==> src/hdl/obstacle_triggered_sampling_sequencer_core_macros.svh <==
// assertion macros for the sampling stop sequencer
// included by the top level; no other dependencies
`ifndef OBSTACLE_TRIGGERED_SAMPLING_SEQUENCER_CORE_MACROS_SVH
`define OBSTACLE_TRIGGERED_SAMPLING_SEQUENCER_CORE_MACROS_SVH

`ifndef SYNTHESIS

`define OTSS_ASSERT_ALWAYS(label, clk, rst_n, expr) \
    label: assert property (@(posedge clk) disable iff (!rst_n) (expr)) \
        else $error("otss invariant violated");

`define OTSS_ASSERT_IMPLY(label, clk, rst_n, ante, cons) \
    label: assert property (@(posedge clk) disable iff (!rst_n) (ante) |-> (cons)) \
        else $error("otss implication violated");

`define OTSS_ASSERT_NEXT(label, clk, rst_n, ante, cons) \
    label: assert property (@(posedge clk) disable iff (!rst_n) (ante) |=> (cons)) \
        else $error("otss next-cycle check violated");

`else

`define OTSS_ASSERT_ALWAYS(label, clk, rst_n, expr)
`define OTSS_ASSERT_IMPLY(label, clk, rst_n, ante, cons)
`define OTSS_ASSERT_NEXT(label, clk, rst_n, ante, cons)

`endif

`endif

==> src/hdl/otss_pkg.sv <==
// types, codes and reset values for the sampling stop sequencer
// no dependencies; imported by otss_step and the top level
package otss_pkg;

    typedef enum logic [1:0] {
        PH_DRIVING   = 2'd0,
        PH_ACQUIRING = 2'd1,
        PH_READINGS  = 2'd2,
        PH_RESULT    = 2'd3
    } t_phase;

    typedef enum logic [1:0] {
        ACT_RANGE   = 2'd0,
        ACT_TICK    = 2'd1,
        ACT_CLIMATE = 2'd2,
        ACT_LIGHT   = 2'd3
    } t_action;

    typedef enum logic [1:0] {
        REP_NONE    = 2'd0,
        REP_SAMPLE  = 2'd1,
        REP_FAILURE = 2'd2
    } t_report;

    typedef enum logic [2:0] {
        CFG_NEAR_LIMIT      = 3'd0,
        CFG_CLEAR_LIMIT     = 3'd1,
        CFG_CLEAR_HOLD      = 3'd2,
        CFG_ACQUIRE_TIMEOUT = 3'd3,
        CFG_READINGS_HOLD   = 3'd4,
        CFG_RESULT_HOLD     = 3'd5,
        CFG_LIGHT_SETTLE    = 3'd6,
        CFG_NO_ECHO         = 3'd7
    } t_cfg_index;

    typedef struct packed {
        logic [15:0] near_limit_cm;
        logic [15:0] clear_limit_cm;
        logic [31:0] clear_hold_ms;
        logic [31:0] acquire_timeout_ms;
        logic [31:0] readings_hold_ms;
        logic [31:0] result_hold_ms;
        logic [31:0] light_settle_ms;
        logic [15:0] no_echo_code;
    } t_cfg;

    typedef struct packed {
        t_action            action;
        logic [31:0]        time_ms;
        logic [15:0]        range_cm;
        logic               sensor_ok;
        logic signed [15:0] temperature;
        logic [7:0]         humidity_pct;
        logic [15:0]        light_level;
    } t_item;

    typedef struct packed {
        t_phase             phase;
        logic               armed;
        logic               near;
        logic               clearing;
        logic               climate_done;
        logic               lux_done;
        logic               ok;
        logic               paused;
        logic [31:0]        phase_start_ms;
        logic [31:0]        clear_start_ms;
        logic signed [15:0] held_temperature;
        logic [7:0]         held_humidity;
        logic [15:0]        held_light;
    } t_state;

    typedef struct packed {
        t_phase             phase;
        logic               stop_triggered;
        logic               object_near;
        logic               want_climate;
        logic               want_light;
        logic               all_ok;
        logic               drive_paused;
        t_report            report_kind;
        logic signed [15:0] report_temperature;
        logic [7:0]         report_humidity;
        logic [15:0]        report_light;
    } t_result;

    localparam t_cfg CFG_RESET = '{
        near_limit_cm:      16'd20,
        clear_limit_cm:     16'd40,
        clear_hold_ms:      32'd1000,
        acquire_timeout_ms: 32'd3000,
        readings_hold_ms:   32'd3000,
        result_hold_ms:     32'd2000,
        light_settle_ms:    32'd200,
        no_echo_code:       16'hFFFF
    };

    localparam t_state STATE_RESET = '{
        phase:            PH_DRIVING,
        armed:            1'b1,
        near:             1'b0,
        clearing:         1'b0,
        climate_done:     1'b0,
        lux_done:         1'b0,
        ok:               1'b0,
        paused:           1'b0,
        phase_start_ms:   32'd0,
        clear_start_ms:   32'd0,
        held_temperature: 16'sd0,
        held_humidity:    8'd0,
        held_light:       16'd0
    };

endpackage

==> src/hdl/obstacle_triggered_sampling_sequencer_core.sv <==
// top level of the rover sampling stop sequencer: request and result registers,
// configuration registers and sequencer state; depends on otss_pkg, otss_step
// and the assertion macro header
//
// Each accepted request (range reading, tick, climate or light completion) yields
// exactly one result: the request waits in the input register until the result
// register is free, then the state update by otss_step loads the result register. A
// request can be taken every cycle while the result side is not stalled; the
// sequencer state is updated combinationally by otss_step, so back-to-back requests
// see each other's effects in order. When the result register is stalled, one
// further request is held in the input register before ready drops. Configuration
// writes are always taken and should only be issued while no request is in flight.
`include "obstacle_triggered_sampling_sequencer_core_macros.svh"

module obstacle_triggered_sampling_sequencer_core import otss_pkg::*; (
    input  logic               i_clk,
    input  logic               i_rst_n,
    input  logic               i_in_valid,
    output logic               o_in_ready,
    input  logic [1:0]         i_action,
    input  logic [31:0]        i_time_ms,
    input  logic [15:0]        i_range_cm,
    input  logic               i_sensor_ok,
    input  logic signed [15:0] i_temperature,
    input  logic [7:0]         i_humidity_pct,
    input  logic [15:0]        i_light_level,
    output logic               o_out_valid,
    input  logic               i_out_ready,
    output logic [1:0]         o_phase,
    output logic               o_stop_triggered,
    output logic               o_object_near,
    output logic               o_want_climate,
    output logic               o_want_light,
    output logic               o_all_ok,
    output logic               o_drive_paused,
    output logic [1:0]         o_report_kind,
    output logic signed [15:0] o_report_temperature,
    output logic [7:0]         o_report_humidity,
    output logic [15:0]        o_report_light,
    input  logic               i_cfg_valid,
    output logic               o_cfg_ready,
    input  logic [2:0]         i_cfg_index,
    input  logic [31:0]        i_cfg_data
);

    logic    r_in_valid;
    logic    n_in_valid;
    t_item   r_in;
    t_item   n_in;
    logic    r_out_valid;
    logic    n_out_valid;
    t_result r_out;
    t_result n_out;
    t_state  r_state;
    t_state  n_state;
    t_cfg    r_cfg;
    t_cfg    n_cfg;

    t_state  w_step_state;
    t_result w_step_result;
    logic    w_in_accept;
    logic    w_advance;

    assign o_cfg_ready = 1'b1;
    assign w_advance   = r_in_valid && (!r_out_valid || i_out_ready);
    assign o_in_ready  = !r_in_valid || w_advance;
    assign w_in_accept = i_in_valid && o_in_ready;

    otss_step u_step (
        .i_state  (r_state),
        .i_cfg    (r_cfg),
        .i_item   (r_in),
        .o_state  (w_step_state),
        .o_result (w_step_result)
    );

    always_comb begin
        n_in_valid = r_in_valid;
        n_in       = r_in;
        if (w_in_accept) begin
            n_in_valid       = 1'b1;
            n_in.action      = t_action'(i_action);
            n_in.time_ms     = i_time_ms;
            n_in.range_cm    = i_range_cm;
            n_in.sensor_ok   = i_sensor_ok;
            n_in.temperature = i_temperature;
            n_in.humidity_pct = i_humidity_pct;
            n_in.light_level = i_light_level;
        end else if (w_advance) begin
            n_in_valid = 1'b0;
        end
    end

    always_comb begin
        n_out_valid = r_out_valid;
        n_out       = r_out;
        n_state     = r_state;
        if (w_advance) begin
            n_out_valid = 1'b1;
            n_out       = w_step_result;
            n_state     = w_step_state;
        end else if (i_out_ready) begin
            n_out_valid = 1'b0;
        end
    end

    always_comb begin
        n_cfg = r_cfg;
        if (i_cfg_valid) begin
            case (t_cfg_index'(i_cfg_index))
                CFG_NEAR_LIMIT:      n_cfg.near_limit_cm      = i_cfg_data[15:0];
                CFG_CLEAR_LIMIT:     n_cfg.clear_limit_cm     = i_cfg_data[15:0];
                CFG_CLEAR_HOLD:      n_cfg.clear_hold_ms      = i_cfg_data;
                CFG_ACQUIRE_TIMEOUT: n_cfg.acquire_timeout_ms = i_cfg_data;
                CFG_READINGS_HOLD:   n_cfg.readings_hold_ms   = i_cfg_data;
                CFG_RESULT_HOLD:     n_cfg.result_hold_ms     = i_cfg_data;
                CFG_LIGHT_SETTLE:    n_cfg.light_settle_ms    = i_cfg_data;
                CFG_NO_ECHO:         n_cfg.no_echo_code       = i_cfg_data[15:0];
                default: begin
                end
            endcase
        end
    end

    always_ff @(posedge i_clk) begin
        if (!i_rst_n) begin
            r_in_valid  <= 1'b0;
            r_out_valid <= 1'b0;
            r_state     <= STATE_RESET;
            r_cfg       <= CFG_RESET;
        end else begin
            r_in_valid  <= n_in_valid;
            r_out_valid <= n_out_valid;
            r_state     <= n_state;
            r_cfg       <= n_cfg;
        end
    end

    always_ff @(posedge i_clk) begin
        r_in  <= n_in;
        r_out <= n_out;
    end

    assign o_out_valid          = r_out_valid;
    assign o_phase              = r_out.phase;
    assign o_stop_triggered     = r_out.stop_triggered;
    assign o_object_near        = r_out.object_near;
    assign o_want_climate       = r_out.want_climate;
    assign o_want_light         = r_out.want_light;
    assign o_all_ok             = r_out.all_ok;
    assign o_drive_paused       = r_out.drive_paused;
    assign o_report_kind        = r_out.report_kind;
    assign o_report_temperature = r_out.report_temperature;
    assign o_report_humidity    = r_out.report_humidity;
    assign o_report_light       = r_out.report_light;

    // drive is held exactly while a stop is in progress
    `OTSS_ASSERT_ALWAYS(a_paused_matches_phase, i_clk, i_rst_n, r_state.paused == (r_state.phase != PH_DRIVING))
    // an armed sequencer never has a clearance timer running
    `OTSS_ASSERT_IMPLY(a_armed_not_clearing, i_clk, i_rst_n, r_state.armed, !r_state.clearing)
    // a report only leaves together with the entry into the readings phase
    `OTSS_ASSERT_IMPLY(a_report_in_readings, i_clk, i_rst_n, r_out_valid && (r_out.report_kind != REP_NONE), r_out.phase == PH_READINGS)
    // a pending request is never dropped while the result register is blocked
    `OTSS_ASSERT_NEXT(a_pending_kept, i_clk, i_rst_n, r_in_valid && !w_advance, r_in_valid)

endmodule

==> src/hdl/otss_step.sv <==
// next-state and result logic for one request of the sampling stop sequencer
// depends on otss_pkg
module otss_step import otss_pkg::*; (
    input  t_state  i_state,
    input  t_cfg    i_cfg,
    input  t_item   i_item,
    output t_state  o_state,
    output t_result o_result
);

    logic [31:0] w_el_phase;
    logic [31:0] w_el_clear;
    logic [31:0] w_el_next;
    logic        w_near;
    logic        w_clear;
    logic        w_trig;
    t_report     w_kind;

    assign w_el_phase = i_item.time_ms - i_state.phase_start_ms;
    assign w_el_clear = i_item.time_ms - i_state.clear_start_ms;
    assign w_near  = (i_item.range_cm != i_cfg.no_echo_code) &&
                     (i_item.range_cm <= i_cfg.near_limit_cm);
    assign w_clear = (i_item.range_cm == i_cfg.no_echo_code) ||
                     (i_item.range_cm > i_cfg.clear_limit_cm);

    always_comb begin
        logic armed;
        logic both;
        logic ok_end;
        o_state = i_state;
        w_trig  = 1'b0;
        w_kind  = REP_NONE;
        armed   = i_state.armed;
        both    = i_state.climate_done && i_state.lux_done;
        ok_end  = both && i_state.ok;
        case (i_item.action)
            ACT_RANGE: begin
                o_state.near = w_near;
                if (i_state.phase == PH_DRIVING) begin
                    if (!i_state.armed) begin
                        if (!w_clear) begin
                            o_state.clearing = 1'b0;
                        end else if (!i_state.clearing) begin
                            o_state.clear_start_ms = i_item.time_ms;
                            o_state.clearing       = 1'b1;
                        end else if (w_el_clear >= i_cfg.clear_hold_ms) begin
                            armed            = 1'b1;
                            o_state.clearing = 1'b0;
                        end
                    end
                    o_state.armed = armed;
                    if (armed && w_near) begin
                        w_trig               = 1'b1;
                        o_state.armed        = 1'b0;
                        o_state.clearing     = 1'b0;
                        o_state.climate_done = 1'b0;
                        o_state.lux_done     = 1'b0;
                        o_state.ok           = 1'b1;
                        o_state.phase        = PH_ACQUIRING;
                        o_state.phase_start_ms = i_item.time_ms;
                        o_state.paused       = 1'b1;
                    end
                end
            end
            ACT_TICK: begin
                case (i_state.phase)
                    PH_ACQUIRING: begin
                        if (both || (w_el_phase >= i_cfg.acquire_timeout_ms)) begin
                            o_state.ok             = ok_end;
                            w_kind                 = ok_end ? REP_SAMPLE : REP_FAILURE;
                            o_state.phase          = PH_READINGS;
                            o_state.phase_start_ms = i_item.time_ms;
                        end
                    end
                    PH_READINGS: begin
                        if (w_el_phase >= i_cfg.readings_hold_ms) begin
                            o_state.phase          = PH_RESULT;
                            o_state.phase_start_ms = i_item.time_ms;
                        end
                    end
                    PH_RESULT: begin
                        if (w_el_phase >= i_cfg.result_hold_ms) begin
                            o_state.phase    = PH_DRIVING;
                            o_state.clearing = 1'b0;
                            o_state.paused   = 1'b0;
                        end
                    end
                    default: begin
                    end
                endcase
            end
            ACT_CLIMATE: begin
                if ((i_state.phase == PH_ACQUIRING) && !i_state.climate_done) begin
                    o_state.climate_done     = 1'b1;
                    o_state.held_temperature = i_item.temperature;
                    o_state.held_humidity    = i_item.humidity_pct;
                    o_state.ok               = i_state.ok && i_item.sensor_ok;
                end
            end
            ACT_LIGHT: begin
                if ((i_state.phase == PH_ACQUIRING) && !i_state.lux_done) begin
                    o_state.lux_done   = 1'b1;
                    o_state.held_light = i_item.light_level;
                    o_state.ok         = i_state.ok && i_item.sensor_ok;
                end
            end
            default: begin
            end
        endcase
    end

    // light request is judged against the phase start after this request
    assign w_el_next = i_item.time_ms - o_state.phase_start_ms;

    always_comb begin
        o_result.phase          = o_state.phase;
        o_result.stop_triggered = w_trig;
        o_result.object_near    = o_state.near;
        o_result.want_climate   = (o_state.phase == PH_ACQUIRING) && !o_state.climate_done;
        o_result.want_light     = (o_state.phase == PH_ACQUIRING) && !o_state.lux_done &&
                                  (w_el_next >= i_cfg.light_settle_ms);
        o_result.all_ok         = o_state.ok;
        o_result.drive_paused   = o_state.paused;
        o_result.report_kind    = w_kind;
        if (w_kind == REP_SAMPLE) begin
            o_result.report_temperature = o_state.held_temperature;
            o_result.report_humidity    = o_state.held_humidity;
            o_result.report_light       = o_state.held_light;
        end else begin
            o_result.report_temperature = 16'sd0;
            o_result.report_humidity    = 8'd0;
            o_result.report_light       = 16'd0;
        end
    end

endmodule

==> config.mk <==
export PLATFORM = sky130hd
export DESIGN_NAME = obstacle_triggered_sampling_sequencer_core
export DESIGN_NICKNAME = d
export VERILOG_FILES = /design/src/hdl/otss_pkg.sv /design/src/hdl/obstacle_triggered_sampling_sequencer_core.sv /design/src/hdl/otss_step.sv
export VERILOG_INCLUDE_DIRS = /design/src /design/src/hdl
export SDC_FILE = /design/constraint.sdc
export NUM_CORES = 1
export LEC_CHECK = 0
export BUFFER_PORTS_ARGS = -buffer_cell sky130_fd_sc_hd__buf_2
export CAP_MARGIN = 20
export CORE_MARGIN = 2
export CORE_UTILIZATION = 60
export CTS_BUF_LIST = sky130_fd_sc_hd__clkbuf_16
export DETAILED_ROUTE_END_ITERATION = 10
export GPL_TIMING_DRIVEN = 0
export MAX_ROUTING_LAYER = met4
export PLACE_DENSITY_LB_ADDON = 0.08
export SETUP_SLACK_MARGIN = 0.3
export SYNTH_ARGS = -nofsm -noshare
export SYNTH_HDL_FRONTEND = slang
export SYNTH_SLANG_ARGS = --single-unit
==> constraint.sdc <==
create_clock -name i_clk -period 13 [get_ports i_clk]
set_input_delay 1.3 -clock i_clk [delete_from_list [all_inputs] [get_ports i_clk]]
set_output_delay 1.3 -clock i_clk [all_outputs]
set_load 0.05 [all_outputs]
## Yosys cells after proc, flatten, opt, wreduce, memory -nomap -nowiden

Cells that the tools add are included.
W data, S select, Z words.

- Register bits: 464
- Input port bits: 131
- Output and inout bits: 53
- Word-level logic and storage cells: 167

- $add $sub $neg: 3
- Magnitude comparators: 7
- Eq/ne operators: 21
- Muxes and demuxes: 53
- Bitwise operators: 2
- Reductions and logical operators: 40

Operators with widths:

| cell | count |
|---|---|
| $ge A32 B32 Y1 | 5 |
| $mux W32 | 5 |
| $sub A32 B32 Y32 | 3 |
| $mux W69 | 1 |
| $pmux W33 S2 | 1 |
| $pmux W32 S2 | 1 |
| $mux W24 | 2 |
| $mux W37 | 1 |
| $mux W16 | 2 |
| $mux W1 | 24 |
| $reduce_and A2 Y1 | 9 |
| $eq A16 B16 Y1 | 1 |
| $gt A16 B16 Y1 | 1 |
| $le A16 B16 Y1 | 1 |
| $mux W2 | 8 |
| $ne A16 B16 Y1 | 1 |
| $eq A3 B3 Y1 const B | 4 |
| $logic_and A1 B1 Y1 | 12 |
| $reduce_and A6 Y1 | 2 |
| $eq A2 B1 Y1 const B | 4 |
| $eq A2 B2 Y1 const B | 4 |
| $eq A3 B2 Y1 const B | 2 |
| $logic_not A1 Y1 | 6 |
| $mux W3 | 2 |
| 14 further kinds | 24 |

## Longest topological paths before layout

Gate-level depths: netlist (run 1).

- Depth in word-level cells: 15
- Mapped depth: 60

## By module

From an unflattened synthesis (run 1), not the netlist that was laid out.

- Cells, all modules: 3132
- Area, all modules: 27913.0 µm²

Modules (own cells, without submodules):

| module | times used | cells each | area an instance (µm²) | seq. area each (µm²) |
|---|---|---|---|---|
| obstacle_triggered_sampling_sequencer_core | 1 | 1392 | 15655.0 | 10700.3 |
| otss_step | 1 | 1740 | 12258.0 | 0.0 |

## Least setup slack after synthesis (run 1)

No wires, ideal clock.

- Path kind: register to register
- Start point: reg r_in[57] (netlist bit)
- End point: reg r_out (netlist bit o_want_light) (data pin)
- Library setup time: 0.255 ns
- Arrival: 10.831 ns
- Data required time: 12.745 ns
- Slack: 1.913 ns
- Cell stages (with the launch flop): 60
- Path buffers: 1
- Cells stage by stage: edfxtp_1 inv_1 ha_1 inv_1 fa_1 a21o_1 a21oi_1 o21ai_0 a21o_1 a21oi_1 o21ai_0 a31oi_1 a211oi_1 a211o_1 nor4_1 nor2_1 a211o_1 a21oi_1 [... 24 more ...] a31oi_2 o21bai_1 a21o_1 a21oi_1 xnor2_1 ha_1 nor2b_1 o21ai_0 nand2b_1 a21oi_1 nor2b_1 o21ai_0 nand2b_1 a21oi_1 o211ai_1 a2111o_1 nor2_1 nor4_1

RTL lines:

| item | RTL line | text |
|---|---|---|
| from (decl) | obstacle_triggered_sampling_sequencer_core.sv:48 | `t_item r_in;` |
| from (signal assigned) | obstacle_triggered_sampling_sequencer_core.sv:140 | `r_in <= n_in;` |
| to (signal assigned) | obstacle_triggered_sampling_sequencer_core.sv:141 | `r_out <= n_out;` |
| to (decl) | obstacle_triggered_sampling_sequencer_core.sv:52 | `t_result r_out;` |

==> results.py, run 1 <==
metrics = {
    "cells_and_area": {
        "nets": 3789,
        "drive_gt1_share_pct": 9.96,
        "final_common_cell": "nand2_1",
        "final_cell_mix": "nand2_1 (681), dfxtp_1 (323), inv_1 (313)",
        "fin_cells": 4005,
        "area_growth_pct": 13.3,
    },
    "floorplan": {
        "die_w_um": 216,
        "io_pins": 184,
        "coreArea_um2": 44400,
        "dieHeight_um": 216,
        "row_count": 77,
        "die_area_um2": 46900,
        "initial_utilization_pct": 61.0,
    },
    "timing": {
        "whs_ns": 0.461,
        "worst_pin_slew_ns": 1.23,
        "period_share_pct": 92.7,
        "slew_headroom_pct": 18.2,
        "fin_skew_ns": 0.0382,
        "tns_ns": 0,
        "hold_viol_final": 0,
        "setup_violations": 0,
        "fmax_ghz": 0.0830,
        "slew_violations": 0,
        "layout_setup_ws_ns": 0.950,
        "rsz0062_at_grt": "no",
        "min_period_ns": 12.05,
    },
    "placed_design": {
        "gp_congestion": 0.940,
        "preCtsSetupSlack_ns": -1.69,
        "numPlacedInstances": 3886,
        "portBuffers": 162,
        "hpwl_mm": 59.0,
    },
    "clock_tree": {
        "cts_tree": "done",
        "cts-root-buf": "clkbuf_16",
        "hold_buffers": 0,
        "htree_levels": 2,
        "cts_buffer_depth": 3,
        "cts_sinks": 464,
        "clk_pin_slew_ns": 0.06,
        "numCtsBuffers": 50,
        "clk_latency_ns": 0.63,
    },
    "critical_path": {
        "regToRegStartpoint": "r_in[57]",
        "max_stage_delay_ns": 0.51,
        "required_ns": 13.36,
        "arrival_ns": 12.41,
        "r2r_slack_ns": 0.95,
        "crit_type": "register to register",
        "crit_path_end": "o_want_light",
        "timing.rr.end": "o_want_light",
        "startpoint_type": "register",
        "cp-startpoint": "r_in[57]",
        "cp_slowest_cell": "a2111oi_4",
        "endpoint_kind": "register",
        "cp_max_fo": 10,
        "rr_worst_depth": 59,
    },
    "global_routing": {
        "grt_max_degree": 60,
        "grt_pass1_vias": 22468,
        "grt_use_total_pct": 33.3,
        "antenna_found_initial": 11,
        "overflow": 0,
        "grt_pass1_wl_mm": 119,
    },
    "outcome": {
        "status": "completed",
    },
    "yosys": {
        "ys_dominant_reg_cell": "dfxtp_1",
        "synthSimpleGateAreaFrac_pct": 16.3,
        "async_flop_share_pct": 0,
        "yosysWarnings": 0,
        "syn_avg_cell_area_um2": 8.65,
        "synth-xor-area-share_pct": 3.07,
        "synth_compound_area_share_pct": 19.7,
        "synth_edf_count": 141,
        "syn-num-nets": 3558,
        "synth_mux_area_share_pct": 1.22,
        "synth_cells": 3130,
        "yosys.area_share.adder_pct": 13.9,
        "synth_seq_cells": 464,
        "syn-cell-area_um2": 27100,
        "ys_seq_area_share_pct": 39.5,
        "synth_top_family_by_area": "compound AO/OA/AOI/OAI gates",
        "ys_types": 80,
    },
    "route": {
        "drt_iter0_markers": 1506,
        "wl_per_cell_um": 19.1,
        "vias": 22930,
        "routed_wl_mm": 76.4,
        "antenna_left": 0,
        "drc": 0,
        "post_drt_via_cell_ratio": 5.73,
        "drtPass1Iterations": 5,
    },
    "worst_hold_path": {
        "holdCritPathClass": "register to register",
    },
    "pwr": {
        "p_per_area_nw_per_um2": 125,
        "total_power_uw": 3840,
        "power.leakage_uw": 0.0124,
        "vdd_drop_max_mv": 0.117,
    },
    "job": {
        "drv_cap": 0,
    },
}
-- how the worst min path moves through the flow --
stage | startpoint | endpoint | cells past startpoint
2_1_floorplan | r_state[109] | r_state[109] | 2
3_3_place_gp | r_state[35] | r_state[35] | 2
3_5_place_dp | r_state[109] | r_state[109] | 2
4_1_cts | r_state[109] | r_state[109] | 2
5_1_grt | r_cfg[185] | r_cfg[185] | 2
6_report | r_state[109] | r_state[109] | 2
-- cells by family (layout without fill, tap and decap cells) --
logic type | count (synthesis) | after routing
muxes | 33 | 33
xor gates and xnor gates | 95 | 95
DFF | 464 | 464
and+or+nand+nor | 1028 | 1028
buffers and inverters | 446 | 718
other | 1 | 12
AOI/OAI and AO/OA | 764 | 764
adders and majority gates | 299 | 299
-- sequential cells by signal, indices dropped and copies added, names as in the netlist --
signal / count
o_out_valid: 1
o_all_ok: 1
o_want_climate: 1
o_drive_paused: 1
r_state: 113
o_stop_triggered: 1
r_in_valid: 1
o_report_humidity: 8
o_want_light: 1
o_report_light: 16
o_phase: 2
o_report_kind: 2
r_cfg: 208
o_object_near: 1
o_report_temperature: 16
r_in: 91
-- critical path: cells and delay by family, from the launching register on --
family | cells | cell delay [ns]
buf+inv | 6 | 0.81
fa+ha+maj | 6 | 1.73
compound gates | 34 | 6.86
flops | 1 | 0.40
simple gates | 11 | 1.67
xor+xnor | 2 | 0.31
-- cell type report --
cell class	count	area [µm²]
diodes	11	27.5
well taps	592	741
fillers	3536	13700
clock buffers	51	1280
multi-input cells	2220	14900
plain buffers	140	599
repair buffers	179	956
inverters	306	1150
clock inverters	42	344
flip-flops and latches	464	10700
-- report_power, final --
part / internal (µW) / total (µW) / switching (µW)
Clock: 795 / 1410 / 612
Combinational: 331 / 851 / 520
Sequential: 1540 / 1580 / 35.8
Total: 2670 / 3840 / 1170
-- synth_stat cells, types with 12 or more instances --
cell / number / area (µm²)
nor2_1: 101 / 379
xor2_1: 18 / 158
o21a_1: 15 / 113
xnor2_1: 77 / 674
nor3_1: 29 / 145
nand4_1: 31 / 194
o211a_1: 33 / 330
nand3_1: 51 / 255
inv_1: 305 / 1140
a21boi_0: 207 / 1550
o21ai_0: 75 / 375
a21o_1: 63 / 473
o211ai_1: 44 / 330
nand2b_1: 14 / 87.6
or2_2: 12 / 75.1
and3_1: 17 / 106
clkbuf_1: 114 / 428
a211oi_1: 17 / 128
nand2_1: 682 / 2560
a22oi_1: 32 / 240
edfxtp_1: 141 / 4230
a21oi_1: 173 / 866
o21bai_1: 24 / 180
nor2b_1: 57 / 357
dfxtp_1: 323 / 6470
mux2i_1: 32 / 320
ha_1: 294 / 3680
-- routing by layer --
layer | GRT usage [%] | vias to the layer above | part of all wire, %
li1 | - | 11240 | -
met5 | - | - | 0
met4 | 11.4 | 0 | 3.4
met3 | 4.74 | 141 | 6.3
met1 | 41.3 | 10840 | 43
met2 | 55.7 | 709 | 47
-- stage by stage --
| stage | cell area, µm² | util, % |
|---|---|---|
| 2_1_floorplan | 27100 | - |
| 3_3_place_gp | 28600 | 64.5 |
| 3_5_place_dp | 28700 | 64.6 |
| 4_1_cts | 30400 | 68.5 |
| 5_1_grt | 30700 | 69.1 |
| 6_report | 30700 | 69.1 |
-- repair_timing --
action / 4_1_cts / 5_1_grt
endpoints found under the setup margin: 1 / 1
pin swaps: 4 / 13
resized for setup: 20 / 37
buffers inserted: 3 / 12
(Power assumes the default switching activity.)
==> run 2: changes to the inputs <==
--- a/config.mk
+++ b/config.mk
@@ -6,8 +6,9 @@
 export SDC_FILE = /design/constraint.sdc
 export NUM_CORES = 1
 export LEC_CHECK = 0
+export ABC_AREA = 1
 export BUFFER_PORTS_ARGS = -buffer_cell sky130_fd_sc_hd__buf_2
-export CAP_MARGIN = 20
+export CAP_MARGIN = 40
 export CORE_MARGIN = 2
 export CORE_UTILIZATION = 60
 export CTS_BUF_LIST = sky130_fd_sc_hd__clkbuf_16
==> results.py, run 2 <==
metrics = {
    "cells_and_area": {
        "fin_cells": 4194,
        "top_register": "r_cfg",
        "fin_area_um2": 30400,
        "drive_gt1_share_pct": 9.58,
        "area_growth_pct": 12.6,
        "top_regs": "r_cfg (208), r_state (113), r_in (91)",
        "final_common_cell": "nand2_1",
        "nets": 3989,
        "largest_register_ffs": 208,
        "final_cell_mix": "nand2_1 (523), inv_1 (496), a21oi_1 (403)",
        "nFillCells": 3622,
    },
    "global_routing": {
        "grt_use_total_pct": 36.5,
        "overflow": 0,
        "grt_pass1_vias": 24113,
        "grt_max_degree": 60,
        "antenna_found_initial": 5,
        "grt_pass1_wl_mm": 129,
    },
    "yosys": {
        "yosysWarnings": 0,
        "syn-cell-area_um2": 27000,
        "yosysTopAreaCell": "dfxtp_1",
        "yosys-top-cells-area": "dfxtp_1 (24%), edfxtp_1 (16%), ha_1 (14%), a21oi_1 (7.5%), nand2_1 (7.3%)",
        "synth_edf_count": 141,
        "synth_top_family_by_area": "compound AO/OA/AOI/OAI gates",
        "ys_seq_area_share_pct": 39.6,
        "synth_mux_area_share_pct": 1.48,
        "async_flop_share_pct": 0,
        "synth_seq_cells": 464,
        "synth-xor-area-share_pct": 2.92,
        "ys_types": 56,
        "synth.top_cells.by_count": "nand2_1 (523), inv_1 (487), a21oi_1 (403), dfxtp_1 (323), ha_1 (294)",
        "syn_avg_cell_area_um2": 8.13,
        "synth_cells": 3321,
        "synthSimpleGateAreaFrac_pct": 13.7,
        "yosys.area_share.adder_pct": 13.8,
        "ys_dominant_reg_cell": "dfxtp_1",
        "syn-num-nets": 3749,
        "synth_compound_area_share_pct": 19.8,
        "synth_top_area_share_pct": 23.9,
        "yosysMostFrequentCell": "nand2_1",
    },
    "timing": {
        "slew_headroom_pct": 42.4,
        "setup_violations": 0,
        "worst_pin_slew_ns": 0.865,
        "period_share_pct": 79.4,
        "min_period_ns": 10.32,
        "tns_ns": 0,
        "layout_setup_ws_ns": 2.68,
        "fmax_ghz": 0.0969,
        "fin_skew_ns": 0.0271,
        "slew_violations": 0,
        "hold_viol_final": 0,
        "rsz0062_at_grt": "no",
    },
    "floorplan": {
        "io_pins": 184,
        "coreArea_um2": 44300,
        "dieHeight_um": 216,
        "die_area_um2": 46700,
        "die_w_um": 216,
        "initial_utilization_pct": 61.0,
        "row_count": 77,
    },
    "clock_tree": {
        "cts_tree": "done",
        "cts_buffer_depth": 3,
        "clk_latency_ns": 0.62,
        "cts-root-buf": "clkbuf_16",
        "cts_sinks": 464,
        "post_cts_resized": 0,
        "post_cts_buffers": 0,
        "numCtsBuffers": 51,
        "htree_levels": 2,
        "hold_buffers": 0,
        "clk_pin_slew_ns": 0.06,
    },
    "critical_path": {
        "cp_common_cell": "nand2_1",
        "cp_max_fo": 10,
        "crit_type": "register to register",
        "max_stage_delay_ns": 0.60,
        "cp_top_family": "simple AND/OR/NAND/NOR gates",
        "endpoint_kind": "register",
        "cp_slowest_cell": "o21ai_0",
        "startpoint_type": "register",
        "r2r_slack_ns": 2.68,
        "cp_num_buf_inv": 4,
        "required_ns": 13.35,
        "arrival_ns": 10.67,
    },
    "placed_design": {
        "placed_cell_area_um2": 28800,
        "numPlacedInstances": 4100,
        "gp_congestion": 1.00,
        "portBuffers": 181,
        "hpwl_mm": 64.8,
        "preCtsSetupSlack_ns": 2.92,
    },
    "route": {
        "drt_iter0_markers": 2444,
        "vias": 24335,
        "wl_per_cell_um": 19.9,
        "wl_met3_mm": 6.96,
        "drtPass1Iterations": 7,
        "post_drt_via_cell_ratio": 5.80,
        "drc": 0,
        "dr_wl_met2_mm": 38.6,
        "antenna_left": 0,
        "drt-met1-wl_mm": 34.6,
        "top_layer": "met4",
        "routed_wl_mm": 83.7,
    },
    "pwr": {
        "vdd_drop_max_mv": 0.133,
        "power.leakage_uw": 0.0136,
        "total_power_uw": 4100,
        "p_per_area_nw_per_um2": 135,
    },
    "job": {
        "drv_cap": 0,
    },
    "outcome": {
        "status": "completed",
    },
    "worst_hold_path": {
        "holdCritPathClass": "register to register",
    },
}
-- run 2: logic make-up after synthesis --
logic type      Yosys count
compound gates          927
xor+xnor                 90
fa+ha+maj               297
buf+inv                 617
flops                   464
mux                      40
other cells               1
simple gates            885
-- run 2: final timing paths --
kind                                  start           end  depth (start not counted)
worst max-delay path               r_in[57]  o_want_light                         58
worst min-delay path            r_state[50]   r_state[50]                          2
worst max register to register     r_in[57]  o_want_light                         58
worst min register to register  r_state[50]   r_state[50]                          2
-- run 2: worst register-to-register path: cells and delay by family (launching register included) --
family,cells,cell delay [ns]
buf+inv,4,0.87
fa+ha+maj,5,1.44
simple gates,31,3.39
xor+xnor,2,0.74
compound gates,16,3.20
flops,1,0.42
-- run 2: area by class of cell --
type	instances	area (µm²)	share of cell area, %
inverters	497	1870	6.14
diodes	1	2.50	0.00823
clock buffers	52	1300	4.28
clock inverters	41	358	1.18
well taps	592	741	2.44
multi-input cells	2240	14000	46.0
plain buffers	120	473	1.56
repair buffers	187	990	3.25
flip-flops and latches	464	10700	35.2
-- run 2: metrics by stage --
step | hold WS (ns) | util [%]
global placement | 0.442 | 64.7
global route | 0.474 | 68.6
floorplan | 0.433 | -
CTS | 0.458 | 68.6
detailed placement | 0.450 | 64.9
finish | 0.458 | 68.6
-- run 2: layer usage --
metal | global-route usage [%] | up-vias
li1 | - | 11718
met1 | 44.9 | 11419
met2 | 59.5 | 997
met3 | 6.12 | 201
met4 | 15.4 | 0
met5 | - | -
-- run 2: where the power goes --
group | internal, µW | total (µW) | switching (µW)
Clock | 843 | 1460 | 612
Sequential | 1560 | 1610 | 45.3
Combinational | 365 | 1040 | 672
Total | 2770 | 4100 | 1330
==> run 3: changes to the inputs <==
--- a/config.mk
+++ b/config.mk
@@ -10,7 +10,7 @@
 export BUFFER_PORTS_ARGS = -buffer_cell sky130_fd_sc_hd__buf_2
 export CAP_MARGIN = 40
 export CORE_MARGIN = 2
-export CORE_UTILIZATION = 60
+export CORE_UTILIZATION = 56
 export CTS_BUF_LIST = sky130_fd_sc_hd__clkbuf_16
 export DETAILED_ROUTE_END_ITERATION = 10
 export GPL_TIMING_DRIVEN = 0
==> constraint.sdc (replaced) <==
create_clock -name i_clk -period 8.8 [get_ports i_clk]
set_input_delay 0.88 -clock i_clk [delete_from_list [all_inputs] [get_ports i_clk]]
set_output_delay 0.88 -clock i_clk [all_outputs]
set_load 0.05 [all_outputs]
==> results.py, run 3 (synthesis gave the netlist of run 2 again) <==
metrics = {
    "outcome": {
        "status": "completed",
    },
    "timing": {
        "fin_skew_ns": 0.0349,
        "min_period_ns": 8.48,
        "layout_setup_ws_ns": 0.317,
        "worst_pin_slew_ns": 0.955,
        "rsz0062_at_grt": "yes",
        "slew_violations": 0,
        "hold_viol_final": 0,
        "period_share_pct": 96.4,
        "setup_violations": 0,
        "fmax_ghz": 0.118,
        "slew_headroom_pct": 36.4,
    },
    "clock_tree": {
        "numCtsBuffers": 50,
        "hold_buffers": 0,
        "cts_tree": "done",
        "cts-root-buf": "clkbuf_16",
        "clk_pin_slew_ns": 0.06,
        "cts_sinks": 464,
        "htree_levels": 2,
        "clk_latency_ns": 0.61,
        "cts_buffer_depth": 3,
    },
    "critical_path": {
        "arrival_ns": 8.83,
        "cp_common_cell": "nand2_2",
        "endpoint_kind": "register",
        "cp_slowest_cell": "edfxtp_1",
        "startpoint_type": "register",
        "cp_max_fo": 10,
        "crit_type": "register to register",
        "required_ns": 9.15,
        "max_stage_delay_ns": 0.46,
    },
    "cells_and_area": {
        "nFillCells": 4007,
        "drive_gt1_share_pct": 14.8,
        "largest_register_ffs": 208,
        "top_register": "r_cfg",
        "fin_area_um2": 31800,
        "top_regs": "r_cfg (208), r_state (113), r_in (91)",
        "final_core_util_pct": 66.8,
        "final_common_cell": "inv_1",
        "nets": 4076,
        "area_growth_pct": 17.8,
        "fin_cells": 4306,
        "final_cell_mix": "inv_1 (490), nand2_1 (481), a21oi_1 (394)",
    },
    "route": {
        "drt_iter0_markers": 2150,
        "routed_wl_mm": 87.0,
        "wl_per_cell_um": 20.2,
        "drtPass1Iterations": 6,
        "post_drt_via_cell_ratio": 5.79,
        "antenna_left": 0,
        "vias": 24927,
        "drc": 0,
    },
    "job": {
        "drv_cap": 0,
    },
    "placed_design": {
        "gp_congestion": 0.968,
        "numPlacedInstances": 4120,
        "placed_cell_area_um2": 28700,
        "hpwl_mm": 65.9,
        "preCtsSetupSlack_ns": -1.73,
        "portBuffers": 181,
    },
    "pwr": {
        "total_power_uw": 6210,
        "power.leakage_uw": 0.0141,
        "vdd_drop_max_mv": 0.184,
        "p_per_area_nw_per_um2": 195,
    },
    "floorplan": {
        "coreArea_um2": 47600,
        "die_w_um": 224,
        "row_count": 80,
        "die_area_um2": 50000,
        "io_pins": 184,
        "dieHeight_um": 224,
        "initial_utilization_pct": 56.7,
    },
    "global_routing": {
        "overflow": 0,
        "grt_pass1_vias": 24176,
        "antenna_found_initial": 4,
        "grt_use_total_pct": 34.7,
        "grt_max_degree": 64,
        "grt_pass1_wl_mm": 130,
    },
    "worst_hold_path": {
        "holdCritPathClass": "primary input to register",
    },
}
==> run 3: cell types whose count changed in the layout (fill, tap and decap cells not counted), moves of 9 or more <==
cell,change
buf_4,+85
nand2_1,-42
nand2_2,+25
nand2_4,+16
ha_1,-14
ha_4,+13
a21oi_1,-9
xor2_1,-9
==> run 3: path summary, 6_finish.rpt <==
kind                     start           end  slack (ns)  cells after the start
setup / recovery      r_in[57]  o_want_light        0.32                     61
hold reg to reg    r_state[61]   r_state[61]        0.46                      2
setup reg to reg      r_in[57]  o_want_light        0.32                     61
hold / removal    i_time_ms[7]      r_in[64]        0.45                      1
==> run 3: per-layer routing <==
metal	GRT usage [%]	up-vias	wire length, µm
met3	4.91	214	6760
met5	-	-	0
met2	56.0	993	40400
li1	-	11900	-
met1	43.8	11820	36300
met4	14.9	0	3570
==> run 3: stage by stage <==
| step | hold WS (ns) | TNS (ns) |
|---|---|---|
| global route | 0.441 | 0 |
| floorplan | 0.433 | 0 |
| global placement | 0.442 | -1.67 |
| detailed placement | 0.451 | -1.73 |
| CTS | 0.424 | 0 |
| finish | 0.447 | 0 |
==> run 3: area by class of cell <==
type | count | area, µm² | share of cell area [%]
clock buffer | 51 | 1280 | 4.01
clock inverter | 42 | 293 | 0.920
timing repair buffer | 275 | 1680 | 5.26
tap | 615 | 769 | 2.42
inverter | 497 | 1880 | 5.91
antenna | 2 | 5.00 | 0.0157
buffer | 120 | 483 | 1.52
sequential | 464 | 10700 | 33.6
multi-input combinational | 2240 | 14800 | 46.3
==> run 3: where the power goes <==
part           switching [µW]  internal [µW]
clock                     900           1160
combinational            1110            669
sequential               62.6           2300
==> run 3: timing repair <==
item,4_1_cts,5_1_grt
buffers inserted,36,55
endpoints found under the setup margin,1,1
pin swaps,35,80
resized for setup,71,102
==> run 3: worst max-delay path, delay by kind of cell, from the launching register on <==
family                   cells  cell delay, ns
flip-flops                   1            0.46
buffers and inverters        4            0.42
adder cells (fa/ha/maj)      5            1.40
AO/OA/AOI/OAI               14            2.24
XOR/XNOR                     1            0.17
AND/OR/NAND/NOR             37            3.50
